`src/rtl/kreg_pkg.sv`:
```
// Shared types and constants of the curve k-regularity measure block.
`default_nettype none

package kreg_pkg;

    // Field widths fixed by the pixel and result formats.
    localparam int COORD_BITS = 12;
    localparam int FRAC_BITS  = 16;
    localparam int OUT_W      = FRAC_BITS + 1;
    localparam int CFG_W      = 6;
    localparam int CFG_IDX_W  = 1;

    // Reset values of the configuration registers.
    localparam logic [CFG_W-1:0] SPACING_RESET = 6'd2;
    localparam logic [CFG_W-1:0] COUNT_RESET   = 6'd3;

    // Square root datapath: lengths are Q.8, root of (dx*dx + dy*dy) << 16.
    localparam int SQ_W   = 2 * COORD_BITS;
    localparam int ROOT_W = COORD_BITS + 9;
    localparam int RAD_W  = 2 * ROOT_W;

    // Configuration register indexes.
    typedef enum logic [CFG_IDX_W-1:0] {
        REG_STEP_SPACING = 1'b0,
        REG_STEP_COUNT   = 1'b1
    } cfg_reg_t;

    // One curve pixel.
    typedef struct packed {
        logic [COORD_BITS-1:0] x_coord;
        logic [COORD_BITS-1:0] y_coord;
        logic                  last_pixel;
    } in_item_t;

    // One curve result.
    typedef struct packed {
        logic [OUT_W-1:0] curve_mean;
        logic             curve_measured;
        logic             curve_overflow;
        logic [OUT_W-1:0] max_mean;
        logic [OUT_W-1:0] min_mean;
    } out_item_t;

    // Pixel as classified by the front end.
    typedef struct packed {
        in_item_t item;
        logic     drop;
    } front_req_t;

endpackage

`default_nettype wire

```
`src/rtl/kreg_front.sv`:
```
// Front end: accepts pixels, tracks the curve length and queues them.
`default_nettype none

module kreg_front
    import kreg_pkg::*;
#(
    parameter int MAX_CURVE_LEN = 65536,
    parameter int CNT_W         = 17
) (
    input  wire logic             clk,
    input  wire logic             rst_n,
    input  wire logic             in_valid,
    output logic                  in_ready,
    input  wire in_item_t         in_data,
    output logic                  q_valid,
    output front_req_t            q_req,
    output logic      [CNT_W-1:0] q_cnt,
    input  wire logic             q_pop
);

    logic [CNT_W-1:0] n_reg;
    logic             wr_ptr_reg;
    logic             rd_ptr_reg;
    logic [1:0]       fill_reg;
    front_req_t       req_reg [2];
    logic [CNT_W-1:0] cnt_reg [2];
    logic             push;
    logic             drop;

    assign in_ready = (fill_reg != 2'd2);
    assign push     = in_valid && in_ready;
    assign drop     = (n_reg >= CNT_W'(MAX_CURVE_LEN));
    assign q_valid  = (fill_reg != 2'd0);
    assign q_req    = req_reg[rd_ptr_reg];
    assign q_cnt    = cnt_reg[rd_ptr_reg];

    // Pixel count of the current curve; pixels past the limit are dropped.
    always_ff @(posedge clk or negedge rst_n)
    begin
        if (!rst_n)
        begin
            n_reg      <= '0;
            wr_ptr_reg <= 1'b0;
            rd_ptr_reg <= 1'b0;
            fill_reg   <= 2'd0;
        end
        else
        begin
            if (push)
            begin
                if (in_data.last_pixel)
                begin
                    n_reg <= '0;
                end
                else if (!drop)
                begin
                    n_reg <= n_reg + 1'b1;
                end
                wr_ptr_reg <= ~wr_ptr_reg;
            end
            if (q_pop)
            begin
                rd_ptr_reg <= ~rd_ptr_reg;
            end
            if (push && !q_pop)
            begin
                fill_reg <= fill_reg + 2'd1;
            end
            else if (!push && q_pop)
            begin
                fill_reg <= fill_reg - 2'd1;
            end
        end
    end

    // Two-entry request queue payload.
    always_ff @(posedge clk)
    begin
        if (push)
        begin
            req_reg[wr_ptr_reg] <= '{item: in_data, drop: drop};
            cnt_reg[wr_ptr_reg] <= n_reg;
        end
    end

endmodule

`default_nettype wire

```
`config.mk`:
```
export PLATFORM = sky130hd
export DESIGN_NAME = kreg_front
export DESIGN_NICKNAME = d
export VERILOG_FILES = /design/src/rtl/kreg_pkg.sv /design/src/rtl/kreg_front.sv
export SDC_FILE = /design/constraint.sdc
export NUM_CORES = 1
export LEC_CHECK = 0
export BUFFER_PORTS_ARGS = -buffer_cell sky130_fd_sc_hd__buf_2
export CAP_MARGIN = 20
export CORE_MARGIN = 2
export CORE_UTILIZATION = 40
export CTS_CLUSTER_DIAMETER = 60
export CTS_CLUSTER_SIZE = 8
export DETAILED_ROUTE_END_ITERATION = 10
export GPL_TIMING_DRIVEN = 0
export PLACE_DENSITY = 0.74
export SYNTH_ARGS = -nofsm -noshare
export SYNTH_HDL_FRONTEND = slang
export SYNTH_SLANG_ARGS = --single-unit
```
`constraint.sdc`:
```
create_clock -name clk -period 3.35 [get_ports clk]
set_clock_uncertainty 0.15 [all_clocks]
set_input_delay 0.335 -clock clk [delete_from_list [all_inputs] [get_ports clk]]
set_output_delay 0.335 -clock clk [all_outputs]
set_load 0.02 [all_outputs]
```
==> Word-level counts from Yosys, hierarchy flattened <==
Memory sizes are Yosys's and may differ from the RTL's.
Cells that the tools add are included.
{ "word_totals": {"output_inout_bits": 45, "rom_bits": 0, "word_cells": 28, "latch_bits": 0, "register_bits": 21, "in_bits": 29, "memories": 2, "ramBits": 86} }
{ "classes": {"magnitude_cmp": 1, "n_reduce_logical": 8, "add_sub_neg": 3, "bitwise": 2, "n_mul": 0, "n_eq_ne": 2, "muxes": 6, "shifts": 0, "n_div": 0} }
{ "memory_table": {"columns": ["name", "words", "width", "read_ports", "rd_clocked_by_memory_dff", "write_ports", "line_no", "rtl"], "rows": [
  ["req_reg", 2, 26, 1, 0, 1, "kreg_front.sv:25", "front_req_t req_reg [2];"],
  ["cnt_reg", 2, 17, 1, 0, 1, "kreg_front.sv:26", "logic [CNT_W-1:0] cnt_reg [2];"]
]} }
{ "ops": {"columns": ["op", "count"], "rows": [
  ["17-bit 2-to-1 mux", 2],
  ["17-bit by 1-bit adder with 17-bit output (second input constant)", 1],
  ["17-bit >= comparator (second input constant)", 1],
  ["2-bit 2-to-1 mux", 2],
  ["2-bit inequality test (second input constant)", 2],
  ["2-bit nonzero test", 2],
  ["1-bit logical AND", 3],
  ["2-bit by 1-bit adder with 2-bit output (second input constant)", 1],
  ["1-bit zero test", 2],
  ["1-bit 2-to-1 mux", 2],
  ["1-bit NOT", 2],
  ["2-bit AND reduction", 1],
  ["2-bit by 1-bit subtractor with 2-bit output (second input constant)", 1]
]} }

==> Logic depth before layout (Yosys ltp) <==
Gate-level depths: netlist (run 1).
{ "depth": {"ltp_word": 6, "mapped_depth": 8, "ltp_nobuf": 8} }

==> Least setup slack after synthesis (run 1) <==
No wires, ideal clock.
{ "synth_timing": {"path_type": "register to register", "startpoint": "reg fill_reg[1]", "endpoint": "mem cnt_reg[0][0], enable pin", "arrival_ns": 2.750, "path_stages_with_launch": 5, "t_required_ns": 2.756, "period_less_slack_ns": 3.344, "path_slack_ns": 0.006, "path_cell_list": "dfrtp_1 nor2b_2 clkinv_1 nand2_1 nor2_1"} }
{ "synth_via": {"elab_chain_cells": 4} }
{ "synth_rtl": {"columns": ["item", "line_no", "rtl"], "rows": [
  ["from (decl)", "kreg_front.sv:24", "logic [1:0] fill_reg;"],
  ["from (signal assigned)", "kreg_front.sv:67", "fill_reg <= fill_reg + 2'd1;"],
  ["from (signal assigned)", "kreg_front.sv:71", "fill_reg <= fill_reg - 2'd1;"],
  ["2-bit inequality test", "kreg_front.sv:30", "assign in_ready = (fill_reg != 2'd2);"],
  ["net in_ready", "kreg_front.sv:13", "output logic in_ready,"],
  ["1-bit logical AND", "kreg_front.sv:31", "assign push = in_valid && in_ready;"],
  ["1-bit 2-to-1 mux", "kreg_front.sv:79", "if (push)"],
  ["1-bit 2-to-1 mux (implied by the code)", "kreg_front.sv:82", "cnt_reg[wr_ptr_reg] <= n_reg;"],
  ["to (decl)", "kreg_front.sv:26", null]
]} }
The timed path passes the listed nets, and every way through them passes these cells.

==> Worst setup path in the final report (run 1) <==
{ "layout_timing": {"startpoint": "reg rd_ptr_reg", "endpoint": "out q_cnt[5]"} }
{ "layout_via": {"elab_chain_cells": 1} }
{ "layout_rtl": {"columns": ["item", "line_no", "rtl"], "rows": [
  ["from (decl)", "kreg_front.sv:23", "logic rd_ptr_reg;"],
  ["from (signal assigned)", "kreg_front.sv:63", "rd_ptr_reg <= ~rd_ptr_reg;"],
  ["memory read 2 x 17 bit", null, null],
  ["to (decl)", "kreg_front.sv:17", "output logic [CNT_W-1:0] q_cnt,"]
]} }
No other way between the ends.

==> impl_metrics.csv, run 1 <==
group,metric,value,unit
run_status,status,"completed",
power_and_ir_drop,p_per_area,777.8,mW/mm2
logic_synthesis,syn_nets,291,
logic_synthesis,netlist_area,0.004243,mm2
timing,fin_crit,2638,ps
global_routing,grt_pass1_wl,12340,um
timing,grt_setup_unrepaired,"false",
setup_path,critPathMaxStageDelay,560,ps
logic_synthesis,synth_edf_count,86,
setup_path,required,2860,ps
floorplanning,core_area,0.01032,mm2
placement,io_buffers,73,
power_and_ir_drop,leakage,0.001998,uW
setup_path,path_buf_inv,3,
cts,cts_made_buffers,9,
cts,cts_setup_buffers,0,
timing,finalSetupViolCount,0,
timing,hold_viol_final,0,
global_routing,grt_overflow,0,
floorplanning,die_y,107.0,um
route,drt_pre_antenna_iters,4,
setup_path,worstPathCellList,"clkbuf_1, buf_1, mux2_2, buf_2",
setup_path,path_class,"flop to primary output",
logic_synthesis,yosysTopAreaCellShare,60.87,%
logic_synthesis,ys.flop_type,"edfxtp_1",
cts,clock_latency,360,ps
logic_synthesis,synth_top_area_cell,"edfxtp_1",
final_layout,layout_common_cells,"edfxtp_1 (86), buf_2 (74), mux2_2 (43)",
timing,finalCritPeriodShare,78.75,%
logic_synthesis,synthTopCellsByArea,"edfxtp_1 (61%), dfrtp_1 (12%), mux2_2 (11%)",
cts,cts.sink_count,107,
cts,htreeDepth,3,
setup_path,end_kind,"primary output",
route,wl_per_cell,15.11,um
setup_path,cp_top_family,"buffers and inverters",
logic_synthesis,async_flop_share,19.63,%
timing,relSlewSlack,56.40,%
placement,place.gp.congestion,0.8130,
setup_path,start_kind,"flop",
cts,cts_tree,"yes",
final_layout,postLayoutCoreUtil,50.33,%
final_layout,layout-drive-gt1-share,38.15,%
final_layout,num_antenna_cells,0,
timing,fmax,379.1,MHz
logic_synthesis,yosysWarnings,0,
placement,hpwlAfterDp,5030,um
job,cap_violations,0,
final_layout,layout_commonest_cell,"edfxtp_1",
route,drc,0,
hold_path,hp-class,"input port to flop",
floorplanning,dieArea,0.01145,mm2
logic_synthesis,post_synth_num_cell_types,35,
power_and_ir_drop,irDropWorstVdd,0.2482,mV
final_layout,area_delta_synth_final,22.47,%
route,vias,2492,
logic_synthesis,ys_seq_area_share,73.25,%
route,ant_nets,0,
placement,preCtsSetupSlack,1057,ps
route,routed_wl,7599,um
cts,clk_path_buf_depth,2,
cts,clk_pin_slew,100,ps
timing,slew_violations,0,
cts,post_cts_resized,0,
cts,cts_hold_buf,13,
floorplanning,num_rows,37,
floorplanning,pin_count,74,
setup_path,cp_max_fo,10,
logic_synthesis,synth.avg_cell_area,16.38,um2
logic_synthesis,postSynthCellCount,259,
floorplanning,die_w,107.0,um
setup_path,cp.arrival,2150,ps
global_routing,grt_max_degree,27,
global_routing,antenna_found_initial,0,
setup_path,slowest_stage,"buf_1",
route,drt_first_iter_violations,270,
timing,worstMarginPinSlew,654.0,ps
floorplanning,start_util,41.10,%
setup_path,r2r_setup_slack,1030,ps
cts,cts_root_buf,"clkbuf_8",
final_layout,final_nets,394,
final_layout,largest_reg_flops,52,
global_routing,track_usage,14.15,%
timing,layout_setup_ws,712.0,ps
logic_synthesis,synth-seq-cells,107,
global_routing,grt_pass1_vias,2496,
route,vias_per_cell,4.954,
## cell usage after synthesis, drive strengths merged (2+ instances only)
master  instances
nand3           8
nor3            2
clkbuf          4
o21ai           5
mux2           43
a31oi           2
a21oi           9
xor2            3
and4            5
edfxtp         86
o31ai           6
nor4            2
mux2i           2
xnor2           3
dfrtp          21
or3             3
nand2b          4
nor2            6
nand2          11
inv             7
or4             4
ha              3
buf             4
nand4           3
and3            5
## per-layer routing
metal	vias to the layer above	track usage, %	part of all wire [%]
li1	1204	-	-
met1	1218	17.61	43
met2	62	23.61	50
met3	8	3.343	5.5
met4	0	6.215	1.7
met5	-	0	0
## power breakdown
group	total [uW]	switching, uW	leakage (uW)	internal, uW
sequential	1900	120	0.00110	1780
clock	780	429	0.000104	351
combinational	1360	824	0.000792	538
total	4040	1370	0.00200	2670
## per-stage QoR
step / instances / total power [uW] / cell area, um2 / hold slack [ps] / setup TNS [ps]
after floorplan: 259 / 2840 / 4243 / -110.6 / 0
after detailed placement: 470 / 3310 / 4827 / 167.7 / 0
after global routing: 503 / 4277 / 5196 / 0.6452 / 0
after CTS: 499 / 4109 / 5156 / 0.02290 / 0
after global placement: 468 / 3247 / 4778 / 166.5 / -48200
final: 503 / 4042 / 5196 / 20.31 / 0
## cells by family (layout without fill, tap and decap cells)
family	after synthesis	count (layout)	synth area share, %
AOI/OAI and AO/OA	25	25	3.657
xor gates and xnor gates	6	6	1.239
adders and majority gates	3	3	0.8848
buffers and inverters	16	124	1.445
DFF	107	107	73.25
muxes	45	45	11.88
and+or+nand+nor	57	57	7.638
## worst paths after layout
check	endpoint	startpoint	cells past startpoint
max in group asynchronous	n_reg[1]	rst_n	2
min in group asynchronous	n_reg[10]	rst_n	2
min	req_reg[1][8]	in_data[7]	1
max	q_cnt[5]	rd_ptr_reg	4
max reg2reg	fill_reg[1]	fill_reg[0]	8
min reg2reg	fill_reg[1]	fill_reg[1]	1
## layout make-up
cell class | instances | area, um2
Buffer | 8 | 31.28
Clock buffer | 9 | 123.9
Clock inverter | 7 | 75.07
Fill cell | 884 | 5127
Inverter | 8 | 30.03
Multi-Input combinational cell | 136 | 1082
Sequential cell | 107 | 3108
Tap cell | 136 | 170.2
Timing Repair Buffer | 92 | 575.6
Note: power is estimated with default switching activity, not from simulation.
==> run 2: changes to the inputs <==
- PLACE_DENSITY: 0.74 -> 0.71
- clock period: 3.35 -> 2.6 ns (I/O delays scaled with it)
==> impl_metrics.csv, run 2 (synthesis results as in run 1) <==
group,metric,value,unit
placement,preCtsSetupSlack,303.2,ps
timing,grt_setup_unrepaired,"false",
route,routed_wl,7732,um
route,drt_first_iter_violations,264,
timing,fmax,428.6,MHz
global_routing,grt_pass1_vias,2634,
final_layout,final_nets,403,
final_layout,num_antenna_cells,0,
timing,fin_crit,2333,ps
timing,finalSetupViolCount,0,
setup_path,path_class,"flop to primary output",
global_routing,track_usage,14.38,%
timing,relSlewSlack,68.71,%
setup_path,cp_max_fo,10,
setup_path,cp_top_family,"buffers and inverters",
floorplanning,dieArea,0.01145,mm2
hold_path,worstHoldStart,"in_data[0]",
cts,clock_latency,360,ps
setup_path,path_common_cell,"buf_2",
setup_path,startpoint,"rd_ptr_reg",
power_and_ir_drop,p_seq_share,47.1,%
floorplanning,core_area,0.01032,mm2
hold_path,hold_depth,2,
global_routing,grt_max_degree,32,
final_layout,fin_cells,512,
placement,hpwlAfterDp,5083,um
timing,slew_violations,0,
final_layout,layout_common_cells,"edfxtp_1 (86), buf_2 (75), mux2_2 (43)",
placement,io_buffers,73,
setup_path,reg2reg_from,"fill_reg[0]",
global_routing,grt_pass1_wl,12700,um
setup_path,slowest_stage,"mux2_2",
power_and_ir_drop,p_per_area,983.5,mW/mm2
floorplanning,die_w,107.0,um
cts,cts.sink_count,107,
timing,finalCritPeriodShare,89.73,%
final_layout,finalInstanceArea,0.005289,mm2
power_and_ir_drop,p_int,3414,uW
setup_path,path_buf_inv,3,
setup_path,r2r_end,"fill_reg[1]",
power_and_ir_drop,irDropWorstVdd,0.3416,mV
route,vias_per_cell,5.010,
power_and_ir_drop,power.share.clock,18.9,%
final_layout,layout_commonest_cell,"edfxtp_1",
global_routing,antenna_found_initial,0,
route,vias,2565,
power_and_ir_drop,power_switching,1788,uW
cts,cts_tree,"yes",
setup_path,required,2190,ps
setup_path,cp.arrival,1920,ps
cts,cts_root_buf,"clkbuf_8",
run_status,status,"completed",
hold_path,holdPathEnd,"n_reg[5]",
setup_path,critPathMaxStageDelay,380,ps
setup_path,worstPathCellList,"clkbuf_1, buf_2, mux2_2, buf_2",
route,wl_per_cell,15.10,um
route,drt_pre_antenna_iters,4,
final_layout,largest_reg_flops,52,
floorplanning,start_util,41.10,%
cts,clk_path_buf_depth,2,
placement,placed_cell_area,0.004827,mm2
cts,cts_setup_buffers,0,
setup_path,cp.depth,4,
placement,placedCellCount,470,
timing,layout_setup_ws,267.0,ps
hold_path,hp-class,"input port to flop",
power_and_ir_drop,leakage,0.002042,uW
setup_path,end_kind,"primary output",
final_layout,layout-drive-gt1-share,38.30,%
timing,worstMarginPinSlew,468.3,ps
timing,tns,0,ps
power_and_ir_drop,power_frac_comb,34.1,%
timing,hold_viol_final,0,
global_routing,grt_overflow,0,
power_and_ir_drop,swShare,34.37,%
setup_path,start_kind,"flop",
route,ant_nets,0,
floorplanning,pin_count,74,
placement,place.gp.congestion,0.7839,
final_layout,area_delta_synth_final,24.65,%
floorplanning,num_rows,37,
job,cap_violations,0,
route,drc,0,
cts,cts_made_buffers,9,
floorplanning,die_y,107.0,um
cts,htreeDepth,3,
setup_path,r2r_setup_slack,280,ps
setup_path,r2r_cells,8,
cts,clk_pin_slew,100,ps
==> run 2: worst max path at each step <==
stage	to	slack (ps)
floorplan	cnt_reg[1][0]	190
global placement	req_reg[1][11]	-420
detailed placement	fill_reg[1]	300
CTS	q_req[14]	20
global route	fill_reg[1]	70
finish	q_cnt[3]	270
==> run 2: power by group through the flow <==
stage          clock [uW]  sequential [uW]  combinational, uW
6_report              982             2450               1770
3_3_place_gp            0             2480               1700
2_1_floorplan           0             2450               1210
5_1_grt              1080             2490               1920
4_1_cts              1010             2450               1810
3_5_place_dp            0             2490               1770
==> run 2: final cells by class <==
type | instances | area (um2)
fill | 879 | 5035
sequential | 107 | 3108
multi-input combinational | 136 | 1082
timing repair buffer | 101 | 665.6
tap | 136 | 170.2
clock buffer | 11 | 151.4
clock inverter | 5 | 45.04
buffer | 8 | 36.28
inverter | 8 | 30.03
==> run 2: metal layers <==
metal  share of wire (%)  up-vias  GRT usage, %
li1                    -     1221             -
met1                  43     1264         17.30
met2                  50       73         24.89
met3                 5.8        7         3.951
met4                 1.3        0         5.009
met5                   0        -             0
==> run 2: metrics by stage <==
step / total power [uW] / hold WS [ps] / utilization [%]
2_1_floorplan: 3659 / -185.6 / -
4_1_cts: 5275 / 94.18 / 51.19
3_5_place_dp: 4262 / 102.2 / 46.76
6_report: 5201 / 105.0 / 51.23
5_1_grt: 5485 / 101.7 / 51.23
3_3_place_gp: 4182 / 92.85 / 46.36
==> run 2: repair_timing <==
| item | in CTS | in global routing |
|---|---|---|
| endpoints found under the setup margin | 7 | 22 |
| resized for setup | 1 | 4 |
| hold buffers | 26 | 0 |
| endpoints found under the hold margin | 70 | 0 |
